$ cat src/lse_pkg.sv
`timescale 1ns / 1ps
`default_nettype none
// ============================================================================
// lse_pkg: shared definitions for the LIFO stack engine
// Operation and status codes, the command word passed from front to back,
// and the default stack depth.
// ============================================================================
package lse_pkg;

    localparam int LSE_DEPTH   = 64;
    localparam int WORD_W      = 32;
    localparam int OP_W        = 3;
    localparam int STATUS_W    = 3;
    localparam int QUEUE_DEPTH = 2;

    // Operation codes as they arrive on the input stream.
    localparam logic [OP_W-1:0] OP_PUSH    = 3'd0;
    localparam logic [OP_W-1:0] OP_POP     = 3'd1;
    localparam logic [OP_W-1:0] OP_PEEK    = 3'd2;
    localparam logic [OP_W-1:0] OP_CLEAR   = 3'd3;
    localparam logic [OP_W-1:0] OP_DUMP    = 3'd4;
    // All undefined codes are folded onto this one by the front end.
    localparam logic [OP_W-1:0] OP_UNKNOWN = 3'd5;

    // Result status codes.
    localparam logic [STATUS_W-1:0] STAT_VALUE   = 3'd0;
    localparam logic [STATUS_W-1:0] STAT_DONE    = 3'd1;
    localparam logic [STATUS_W-1:0] STAT_EMPTY   = 3'd2;
    localparam logic [STATUS_W-1:0] STAT_FULL    = 3'd3;
    localparam logic [STATUS_W-1:0] STAT_UNKNOWN = 3'd4;

    typedef struct packed {
        logic [OP_W-1:0]          op;
        logic signed [WORD_W-1:0] value;
    } cmd_t;

endpackage : lse_pkg
`default_nettype wire

$ cat src/lse_front.sv
`timescale 1ns / 1ps
`default_nettype none
// ============================================================================
// lse_front: command intake and queue
// Accepts words from the input stream, folds undefined operation codes onto
// a single unknown code, and holds the commands in a two-entry queue.
// ============================================================================
module lse_front (
    input  wire logic                       clk,
    input  wire logic                       rst_n,
    input  wire logic                       s_axis_tvalid,
    output logic                            s_axis_tready,
    input  wire logic [lse_pkg::WORD_W-1:0] s_axis_tdata,
    input  wire logic [lse_pkg::OP_W-1:0]   s_axis_tuser,
    output logic                            cmd_valid,
    output lse_pkg::cmd_t                   cmd,
    input  wire logic                       cmd_pop
);
    import lse_pkg::*;

    localparam int PTR_W = $clog2(QUEUE_DEPTH);
    localparam int CNT_W = $clog2(QUEUE_DEPTH + 1);

    cmd_t               queue_mem [QUEUE_DEPTH];
    logic [PTR_W-1:0]   wr_ptr_reg, wr_ptr_next;
    logic [PTR_W-1:0]   rd_ptr_reg, rd_ptr_next;
    logic [CNT_W-1:0]   fill_reg, fill_next;
    logic               push_en;
    logic               pop_en;
    cmd_t               classified;

    // Classification: codes above dump all mean the same thing.
    always_comb
    begin
        classified.value = s_axis_tdata;
        if (s_axis_tuser > OP_DUMP)
        begin
            classified.op = OP_UNKNOWN;
        end
        else
        begin
            classified.op = s_axis_tuser;
        end
    end

    assign s_axis_tready = (fill_reg != CNT_W'(QUEUE_DEPTH));
    assign push_en       = s_axis_tvalid && s_axis_tready;
    assign cmd_valid     = (fill_reg != '0);
    assign pop_en        = cmd_pop && cmd_valid;
    assign cmd           = queue_mem[rd_ptr_reg];

    always_comb
    begin
        wr_ptr_next = wr_ptr_reg;
        rd_ptr_next = rd_ptr_reg;
        fill_next   = fill_reg;
        if (push_en)
        begin
            wr_ptr_next = (wr_ptr_reg == PTR_W'(QUEUE_DEPTH - 1)) ? '0 : wr_ptr_reg + PTR_W'(1);
        end
        if (pop_en)
        begin
            rd_ptr_next = (rd_ptr_reg == PTR_W'(QUEUE_DEPTH - 1)) ? '0 : rd_ptr_reg + PTR_W'(1);
        end
        if (push_en && !pop_en)
        begin
            fill_next = fill_reg + CNT_W'(1);
        end
        else if (pop_en && !push_en)
        begin
            fill_next = fill_reg - CNT_W'(1);
        end
    end

    always_ff @(posedge clk or negedge rst_n)
    begin
        if (!rst_n)
        begin
            wr_ptr_reg <= '0;
            rd_ptr_reg <= '0;
            fill_reg   <= '0;
        end
        else
        begin
            wr_ptr_reg <= wr_ptr_next;
            rd_ptr_reg <= rd_ptr_next;
            fill_reg   <= fill_next;
        end
    end

    always_ff @(posedge clk)
    begin
        if (push_en)
        begin
            queue_mem[wr_ptr_reg] <= classified;
        end
    end

endmodule : lse_front
`default_nettype wire

$ cat src/lse_back.sv
`timescale 1ns / 1ps
`default_nettype none
// ============================================================================
// lse_back: stack execution unit
// Owns the stack memory and the entry count, carries out one command at a
// time and drives the result stream through an output register.
// ============================================================================
module lse_back #(
    parameter int DEPTH = lse_pkg::LSE_DEPTH
) (
    input  wire logic                         clk,
    input  wire logic                         rst_n,
    input  wire logic                         cmd_valid,
    input  wire lse_pkg::cmd_t                cmd,
    output logic                              cmd_pop,
    output logic                              m_axis_tvalid,
    input  wire logic                         m_axis_tready,
    output logic [lse_pkg::WORD_W-1:0]        m_axis_tdata,
    output logic [lse_pkg::STATUS_W-1:0]      m_axis_tuser,
    output logic                              m_axis_tlast
);
    import lse_pkg::*;

    localparam int CW = $clog2(DEPTH + 1);
    localparam int AW = $clog2(DEPTH);

    localparam logic S_IDLE = 1'b0;
    localparam logic S_READ = 1'b1;

    logic [WORD_W-1:0]   stack_mem [DEPTH];
    logic [WORD_W-1:0]   rd_data_reg;
    logic                rd_en;
    logic [AW-1:0]       rd_addr;
    logic                wr_en;

    logic                state_reg, state_next;
    logic [CW-1:0]       count_reg, count_next;
    logic [AW-1:0]       idx_reg, idx_next;
    logic                dump_reg, dump_next;
    logic                final_reg, final_next;

    logic                out_valid_reg, out_valid_next;
    logic [WORD_W-1:0]   out_data_reg, out_data_next;
    logic [STATUS_W-1:0] out_status_reg, out_status_next;
    logic                out_last_reg, out_last_next;

    logic                out_free;
    logic [CW-1:0]       count_m1;

    assign out_free = !out_valid_reg || m_axis_tready;
    assign count_m1 = count_reg - CW'(1);

    always_comb
    begin
        state_next      = state_reg;
        count_next      = count_reg;
        idx_next        = idx_reg;
        dump_next       = dump_reg;
        final_next      = final_reg;
        out_valid_next  = out_valid_reg;
        out_data_next   = out_data_reg;
        out_status_next = out_status_reg;
        out_last_next   = out_last_reg;
        cmd_pop         = 1'b0;
        rd_en           = 1'b0;
        rd_addr         = count_m1[AW-1:0];
        wr_en           = 1'b0;

        if (out_valid_reg && m_axis_tready)
        begin
            out_valid_next = 1'b0;
        end

        unique case (state_reg)
            S_IDLE:
            begin
                if (cmd_valid && out_free)
                begin
                    cmd_pop         = 1'b1;
                    out_data_next   = '0;
                    out_last_next   = 1'b1;
                    out_valid_next  = 1'b1;
                    unique case (cmd.op)
                        OP_PUSH:
                        begin
                            if (count_reg == CW'(DEPTH))
                            begin
                                out_status_next = STAT_FULL;
                            end
                            else
                            begin
                                wr_en           = 1'b1;
                                count_next      = count_reg + CW'(1);
                                out_status_next = STAT_DONE;
                            end
                        end
                        OP_POP, OP_PEEK, OP_DUMP:
                        begin
                            if (count_reg == '0)
                            begin
                                out_status_next = STAT_EMPTY;
                            end
                            else
                            begin
                                // The word is read through the registered memory port and is ready in the next cycle.
                                out_valid_next = 1'b0;
                                rd_en          = 1'b1;
                                state_next     = S_READ;
                                idx_next       = count_m1[AW-1:0];
                                dump_next      = (cmd.op == OP_DUMP);
                                final_next     = (cmd.op != OP_DUMP) || (count_reg == CW'(1));
                                if (cmd.op == OP_POP)
                                begin
                                    count_next = count_m1;
                                end
                            end
                        end
                        OP_CLEAR:
                        begin
                            count_next      = '0;
                            out_status_next = STAT_DONE;
                        end
                        default:
                        begin
                            out_status_next = STAT_UNKNOWN;
                        end
                    endcase
                end
            end
            S_READ:
            begin
                if (out_free)
                begin
                    out_valid_next  = 1'b1;
                    out_data_next   = rd_data_reg;
                    out_status_next = STAT_VALUE;
                    out_last_next   = final_reg;
                    if (dump_reg && !final_reg)
                    begin
                        rd_en      = 1'b1;
                        rd_addr    = idx_reg - AW'(1);
                        idx_next   = idx_reg - AW'(1);
                        final_next = (idx_reg == AW'(1));
                    end
                    else
                    begin
                        state_next = S_IDLE;
                    end
                end
            end
            default:
            begin
                state_next = S_IDLE;
            end
        endcase
    end

    always_ff @(posedge clk or negedge rst_n)
    begin
        if (!rst_n)
        begin
            state_reg     <= S_IDLE;
            count_reg     <= '0;
            out_valid_reg <= 1'b0;
        end
        else
        begin
            state_reg     <= state_next;
            count_reg     <= count_next;
            out_valid_reg <= out_valid_next;
        end
    end

    always_ff @(posedge clk)
    begin
        idx_reg        <= idx_next;
        dump_reg       <= dump_next;
        final_reg      <= final_next;
        out_data_reg   <= out_data_next;
        out_status_reg <= out_status_next;
        out_last_reg   <= out_last_next;
    end

    always_ff @(posedge clk)
    begin
        if (wr_en)
        begin
            stack_mem[count_reg[AW-1:0]] <= cmd.value;
        end
        if (rd_en)
        begin
            rd_data_reg <= stack_mem[rd_addr];
        end
    end

    assign m_axis_tvalid = out_valid_reg;
    assign m_axis_tdata  = out_data_reg;
    assign m_axis_tuser  = out_status_reg;
    assign m_axis_tlast  = out_last_reg;

endmodule : lse_back
`default_nettype wire

$ cat src/lifo_stack_engine_core.sv
`timescale 1ns / 1ps
`default_nettype none
// ============================================================================
// lifo_stack_engine_core: bounded LIFO stack of signed 32-bit words
// Push, pop, peek, clear and dump operations on a stack held in one memory.
// ============================================================================
// Result path: push, clear and unknown-command results pass through the command
//   queue and the output register; pop and peek also pass the registered memory read.
// Throughput: one push, clear or unknown command per cycle, and in a dump one
//   word per cycle after the first read of the single registered memory read
//   port, while results are not stalled; a pop or peek waits out its memory read.
// Reset: rst_n clears the entry count, queue and output valid at once; memory
//   contents are left as they are and no clearing pass is run.
module lifo_stack_engine_core #(
    parameter int DEPTH = lse_pkg::LSE_DEPTH
) (
    input  wire logic                         clk,
    input  wire logic                         rst_n,
    // Input stream: one operation per word.
    input  wire logic                         s_axis_tvalid,
    output logic                              s_axis_tready,
    input  wire logic [lse_pkg::WORD_W-1:0]   s_axis_tdata,  // [31:0] push_value
    input  wire logic [lse_pkg::OP_W-1:0]     s_axis_tuser,  // [2:0] operation
    // Result stream.
    output logic                              m_axis_tvalid,
    input  wire logic                         m_axis_tready,
    output logic [lse_pkg::WORD_W-1:0]        m_axis_tdata,  // [31:0] read_value
    output logic [lse_pkg::STATUS_W-1:0]      m_axis_tuser,  // [2:0] status
    output logic                              m_axis_tlast   // last_of_run
);
    import lse_pkg::*;

    logic cmd_valid;
    logic cmd_pop;
    cmd_t cmd;

    // The front end takes operation words and queues them, so that while the queue
    // has room a new word is accepted while the back end waits on the result stream.
    lse_front u_front (
        .clk           (clk),
        .rst_n         (rst_n),
        .s_axis_tvalid (s_axis_tvalid),
        .s_axis_tready (s_axis_tready),
        .s_axis_tdata  (s_axis_tdata),
        .s_axis_tuser  (s_axis_tuser),
        .cmd_valid     (cmd_valid),
        .cmd           (cmd),
        .cmd_pop       (cmd_pop)
    );

    // The back end owns the stack memory and entry count. It starts a new
    // command only once the output register can take its result, and a dump
    // streams the stored words from the top down, marking the bottom one.
    lse_back #(
        .DEPTH (DEPTH)
    ) u_back (
        .clk           (clk),
        .rst_n         (rst_n),
        .cmd_valid     (cmd_valid),
        .cmd           (cmd),
        .cmd_pop       (cmd_pop),
        .m_axis_tvalid (m_axis_tvalid),
        .m_axis_tready (m_axis_tready),
        .m_axis_tdata  (m_axis_tdata),
        .m_axis_tuser  (m_axis_tuser),
        .m_axis_tlast  (m_axis_tlast)
    );

endmodule : lifo_stack_engine_core
`default_nettype wire

$ cat config.mk
export PLATFORM = sky130hd
export DESIGN_NAME = lifo_stack_engine_core
export DESIGN_NICKNAME = d
export VERILOG_FILES = /design/src/lse_pkg.sv /design/src/lse_front.sv /design/src/lse_back.sv /design/src/lifo_stack_engine_core.sv
export SDC_FILE = /design/constraint.sdc
export NUM_CORES = 2
export LEC_CHECK = 0
export BUFFER_PORTS_ARGS = -buffer_cell sky130_fd_sc_hd__clkbuf_2
export CAP_MARGIN = 20
export CORE_AREA = 2 2 447 449
export DETAILED_ROUTE_END_ITERATION = 10
export DIE_AREA = 0 0 449 451
export GPL_TIMING_DRIVEN = 0
export SYNTH_ARGS = -nofsm -noshare
export SYNTH_HDL_FRONTEND = slang
export SYNTH_HIERARCHICAL = 1
export SYNTH_SLANG_ARGS = --single-unit
$ cat constraint.sdc
create_clock -name clk -period 3.8 [get_ports clk]
set_input_delay 0.76 -clock clk [delete_from_list [all_inputs] [get_ports clk]]
set_output_delay 0.76 -clock clk [all_outputs]
set_load 0.01 [all_outputs]
== After elaboration in Yosys (flattened, before gate mapping) ==
Memory sizes are Yosys's and may differ from the RTL's. A register that Yosys moved wholly into a read port is not among the register bits.
Index checks and enable logic that the tools add are counted.
W data, S select, Z words.
Operators by class
  divide/modulo/power cells: 0
  reductions and logical operators: 24
  muxes and demuxes: 60
  equal/unequal tests: 18
  bitwise operators: 2
  shift-type cells: 0
  order comparisons: 1
  add/subtract/negate cells: 7
  $mul: 0
Operators by type and width (number)
  $mux W32: 2
  $pmux W32 S2: 1
  $mux W6: 8
  $mux W1: 30
  $mux W7: 3
  $pmux W7 S3: 1
  $ne A2 B2 Y1 const B: 7
  $mux W3: 4
  $pmux W6 S2: 1
  $pmux W1 S2: 5
  $pmux W3 S3: 1
  $add A7 B1 Y7 const B: 1
  $eq A7 B1 Y1 const B: 1
  $eq A7 B7 Y1 const B: 1
  $logic_and A1 B1 Y1: 7
  $logic_not A7 Y1: 1
  $sub A7 B1 Y7 const B: 1
  $eq A3 B2 Y1 const B: 2
  $eq A6 B1 Y1 const B: 1
  $mux W2: 3
  $pmux W3 S2: 1
  $reduce_and A6 Y1: 1
  $sub A6 B1 Y6 const B: 1
  $reduce_and A5 Y1: 1
  19 further kinds: 27
Storage, ports and cells
  RAM bits: 2118
  memory bits (read-only): 0
  memories kept: 2
  input port bits: 39
  bits in latches: 0
  register bits after elaboration: 57
Memory list
  u_back.stack_mem: depth 64, bits a word 32, read ports 1, clocked after Yosys merged registers in 1, wr ports 1, line lse_back.sv:30  | logic [WORD_W-1:0] stack_mem [DEPTH];
  u_front.queue_mem: depth 2, bits a word 35, read ports 1, clocked after Yosys merged registers in 0, wr ports 1, line lse_front.sv:24  | cmd_t queue_mem [QUEUE_DEPTH];

== Depth between registers and ports, before layout ==
  depth in word-level cells: 9
  depth in mapped cells: 14
  depth with buffers taken out: 10

== Cells and area by module ==
Netlist, hierarchy kept.
By module, submodules not included
  lse_back: instances 1, sequential area each 64006.4 sq um, area an instance 85749.7 sq um, cells an instance 5447
  lse_front: instances 1, sequential area each 2202.1 sq um, area an instance 2887.8 sq um, cells an instance 130

== Worst setup path before layout ==
Ideal clock, no wire load.
  path kind: reg2reg
  from: register u_front.rd_ptr_reg
  to: memory u_back.stack_mem[52][0], enable pin
  slack: -0.106 ns
  data required time: 3.379 ns
  arrival time: 3.485 ns
  setup time: 0.421 ns
  cell stages (with the launch flop): 10
  clock period less this slack: 3.906 ns
  path through: dfrtp_1 -> buf_6 -> buf_12 -> mux2_4 -> clkbuf_1 -> a311oi_1 -> nand2_1 -> nor2_1 -> nand3_1 -> nor2_1
RTL lines
  start: declaration: line lse_front.sv:26  | logic [PTR_W-1:0] rd_ptr_reg, rd_ptr_next;
  start signal: assignment: line lse_front.sv:86  | rd_ptr_reg <= rd_ptr_next;
  end: declaration: line lse_back.sv:30

== Worst setup path in the final report ==
  from: register u_back.count_reg[2]
  to: register u_back.rd_data_reg[31] (read register of u_back.stack_mem), data pin
Between the ends
  longest elaborated chain between the ends: 5
  elaborated cells on any way between the ends: 9
  classes of those cells: 1 x add/sub; 7 x mux; 1 x reduce/logical
RTL lines
  start: declaration: line lse_back.sv:37  | logic [CW-1:0] count_reg, count_next;
  start signal: assignment: line lse_back.sv:169  | count_reg <= count_next;
  parallel branches: the longest is 5 deep, another holds $sub A7 B1 Y7
  end: declaration: line lse_back.sv:31  | logic [WORD_W-1:0] rd_data_reg;
Several ways; the timed one is not identified.
A chain may end at the register's enable or synchronous reset.

==> flow_summary.yaml <==
run_status:
  status: "complete, but fails checks"
  violations: "negative setup slack"
timing:
  fin_crit_ns: 3.925
  finalWorstSetupSlack_ns: -0.1254
  maxSlewViolCount: 0
  tightest_slew_ns: 1.115
  setup-violations-final: 26
  post-route-period-util_pct: 103.3
  hold_viol: 0
  rsz0062_at_grt: "true"
  fmax_ghz: 0.2548
  relSlewSlack_pct: 25.69
  skew_ns: 0.05493
floorplanning:
  die_height_um: 451
  io_pins: 77
  dieWidth_um: 449
  initial_utilization_pct: 44.72
  core-area_um2: 198200
  die_area_um2: 202500
  rows: 164
logic_synthesis:
  synth.distinct_cells: 75
  synth_edf_count: 2194
  synth-async-reset-ratio_pct: 0.5890
  synth_fp_nets: 5623
  synth_flop_cell: "edfxtp_1"
  yosysSeqAreaShare_pct: 74.70
  synth_area_um2: 88640
  synth-seq-cells: 2207
  syn_area_per_cell_um2: 15.89
  synthCells: 5577
  synth_warnings: 6
clocking:
  root_buffer: "clkbuf_16"
  cts.sinks: 2207
  cts.clk_slew.worst_paths_ns: 0.06
  clock_latency_ns: 0.88
  clockBufferDepth: 3
  cts_inserted_buffers: 217
  cts_tree: "built"
  cts.htree.levels: 4
job:
  maxCapViolations: 0
worst_setup_path:
  path_delay_family: "simple AND/OR/NAND/NOR gates"
  crit_arrival_ns: 4.46
  cp-end-kind: "flip-flop"
  cp-startpoint: "u_back/count_reg[2]$_DFFE_PN0P_"
  path_class: "reg2reg"
  r2r_start: "u_back/count_reg[2]$_DFFE_PN0P_"
  cp_cell_sequence: "buf_2 -> or3_4 -> xor2_4 -> nand2_1 -> nand2_4 -> buf_16 -> buf_12 -> buf_2 -> nor3_1 -> o21ai_0 -> a32oi_2 -> o311ai_4"
  reg2regPathDepth: 12
  cp_slowest_cell: "nor3_1"
  cp_data_required_time_ns: 4.34
  crit_top_cell: "buf_2"
  worst-path-stages: 12
  start_kind: "flip-flop"
  r2r-end: "u_back/rd_data_reg[31]$_DFFE_PP_"
  r2r_slack_ns: -0.13
  slowest_delay_ns: 0.51
  crit_fanout: 10
  cp_num_buf_inv: 4
  crit_end: "u_back/rd_data_reg[31]$_DFFE_PP_"
layout:
  fillerInstances: 15940
  layout-drive-gt1-share_pct: 21.58
  nets: 6123
  syn2layout_area_growth_pct: 18.79
  post-route-cell-area_um2: 105300
  largest_reg_flops: 2048
grt:
  grt_usage_pct: 27.98
  gr-usage-met2_pct: 43.07
  use_met3_pct: 6.253
  grt_pass1_wl_mm: 400.1
  antenna_found_initial: 15
  grt_max_degree: 65
  overflow: 0
  top_usage_layer: "met2"
  grt_pass1_vias: 52780
  met1_usage_pct: 38.09
worst_hold_path:
  hold_path_class: "in2reg"
  worstHoldStart: "s_axis_tdata[20]"
routing:
  antenna_left: 0
  drt_first_pass_iters: 8
  route.vias.total: 55760
  drcViolationCount: 0
  drt-initial-drc-count: 7829
  wl_mm: 290.6
  avgRoutedWirePerCell_um: 32.56
  via_per_inst: 6.249
placed_design:
  post_dp_cell_area_um2: 94770
  io_buffers: 76
  dp_hpwl_mm: 196.4
  place.gp.congestion: 0.9714
-- cell type report --
cell class	instances	area, um^2	area share (%)
buffer	414	2572	2.443
antenna	11	27.53	0.02614
multi-input combinational	2939	22700	21.56
inverter	16	67.56	0.06417
timing repair buffer	282	3680	3.495
clock inverter	126	991.0	0.9411
sequential	2207	66210	62.88
tap	2656	3323	3.156
clock buffer	272	5722	5.434
-- worst min path at each step --
| stage | endpoint | slack [ns] | cells after the start |
|---|---|---|---|
| 6_report | u_front/queue_mem[1][20]$_DFFE_PP_ | 0.07 | 1 |
| 5_1_grt | u_front/queue_mem[1][27]$_DFFE_PP_ | 0.05 | 1 |
| 4_1_cts | u_front/queue_mem[1][20]$_DFFE_PP_ | 0.01 | 1 |
| 3_5_place_dp | u_front/fill_reg[1]$_DFFE_PN0P_ | 0.49 | 1 |
| 3_3_place_gp | u_front/fill_reg[1]$_DFFE_PN0P_ | 0.48 | 1 |
| 2_1_floorplan | u_back/count_reg[0]$_DFFE_PN0P_ | 0.46 | 0 |
-- cells by family (layout without fill, tap and decap cells) --
family                   after synthesis  in the layout  share of synthesized area [%]
multiplexers                         486            486                          5.689
AO/OA/AOI/OAI                       1223           1223                          10.51
AND/OR/NAND/NOR                     1205           1206                          6.435
XOR/XNOR                              17             17                         0.1765
flip-flops                          2207           2207                          74.70
adder cells (fa/ha/maj)                7              7                        0.09881
buffers and inverters                432           1110                          2.394
other                                  0             11                              0
-- per-stage QoR --
| stage | hold slack, ns | setup slack, ns | util (%) | setup TNS (ns) | std cells |
|---|---|---|---|---|---|
| 2_1_floorplan | 0.4564 | -0.1060 | - | -86.49 | 5577 |
| 3_3_place_gp | 0.4754 | -2.500 | 46.59 | -3900.15 | 8309 |
| 3_5_place_dp | 0.4943 | -2.519 | 47.81 | -814.05 | 8394 |
| 4_1_cts | 0.01007 | -0.1955 | 52.68 | -21.26 | 8873 |
| 5_1_grt | 0.04777 | -0.07771 | 53.11 | -2.624 | 8913 |
| 6_report | 0.06725 | -0.1254 | 53.12 | -1.249 | 8923 |
-- synthesized netlist by cell type, drive strengths merged, types with 33 or more instances --
library cell	n	area share (%)
edfxtp	2194	74
a2111oi	33	0.53
clkbuf	216	0.92
nor2	86	0.37
a21oi	138	0.79
a211o	63	0.62
o22ai	68	0.48
a31oi	167	1.2
a31o	63	0.62
nand2	616	2.6
nor3	41	0.25
a211oi	195	1.7
and2	33	0.23
nand3	85	0.50
and3	289	2.0
o221ai	155	1.5
o21ai	138	0.78
o221a	95	1.2
or3	35	0.25
buf	200	1.4
mux2i	449	5.1
mux2	35	0.57
-- per-layer routing --
| metal | vias to the layer above | part of all wire [%] |
|---|---|---|
| met1 | 28670 | 39 |
| met5 | - | 0 |
| met4 | 0 | 5.0 |
| li1 | 23370 | - |
| met2 | 3184 | 45 |
| met3 | 537 | 11 |
-- repair_timing --
item | 4_1_cts | 5_1_grt
endpoints found under the hold margin | 13 | 0
pin swaps | 65 | 36
buffers inserted | 79 | 41
hold buffers | 1 | 0
resized for setup | 443 | 119
setup endpoints to repair | 1847 | 610
cloned | 1 | 0
-- layout by cell type, fill, tap and decap left out, drive strengths merged, types with 3 or more instances in the layout --
cell	netlist	final
a2111oi	33	33
a211o	63	63
a211oi	195	195
a21oi	138	138
a2bb2oi	31	31
a31o	63	63
a31oi	167	167
a32oi	31	31
and2	33	33
and3	289	289
buf	200	411
bufinv	0	12
clkbuf	216	556
clkinv	1	103
clkinvlp	0	8
dfrtp	13	13
diode	0	11
edfxtp	2194	2194
ha	7	7
inv	15	19
mux2	35	35
mux2i	449	449
nand2	616	616
nand2b	5	5
nand3	85	85
nor2	86	87
nor2b	5	5
nor3	41	41
nor4	4	4
o21a	3	3
o21ai	138	138
o221a	95	95
o221ai	155	155
o22ai	68	68
o311ai	30	30
or3	35	35
xnor2	10	10
xor2	7	7
-- worst reg2reg max path, stage by stage, from the launching register on --
cell and delay (ns):
dfrtp_1 0.36, buf_2 0.19, or3_4 0.45, xor2_4 0.19, nand2_1 0.14, nand2_4 0.12, buf_16 0.20, buf_12 0.19
buf_2 0.30, nor3_1 0.52, o21ai_0 0.22, a32oi_2 0.46, o311ai_4 0.27
Power is not shown: default switching activity piles up to over one toggle a cycle in this logic, so the estimate is an artifact.
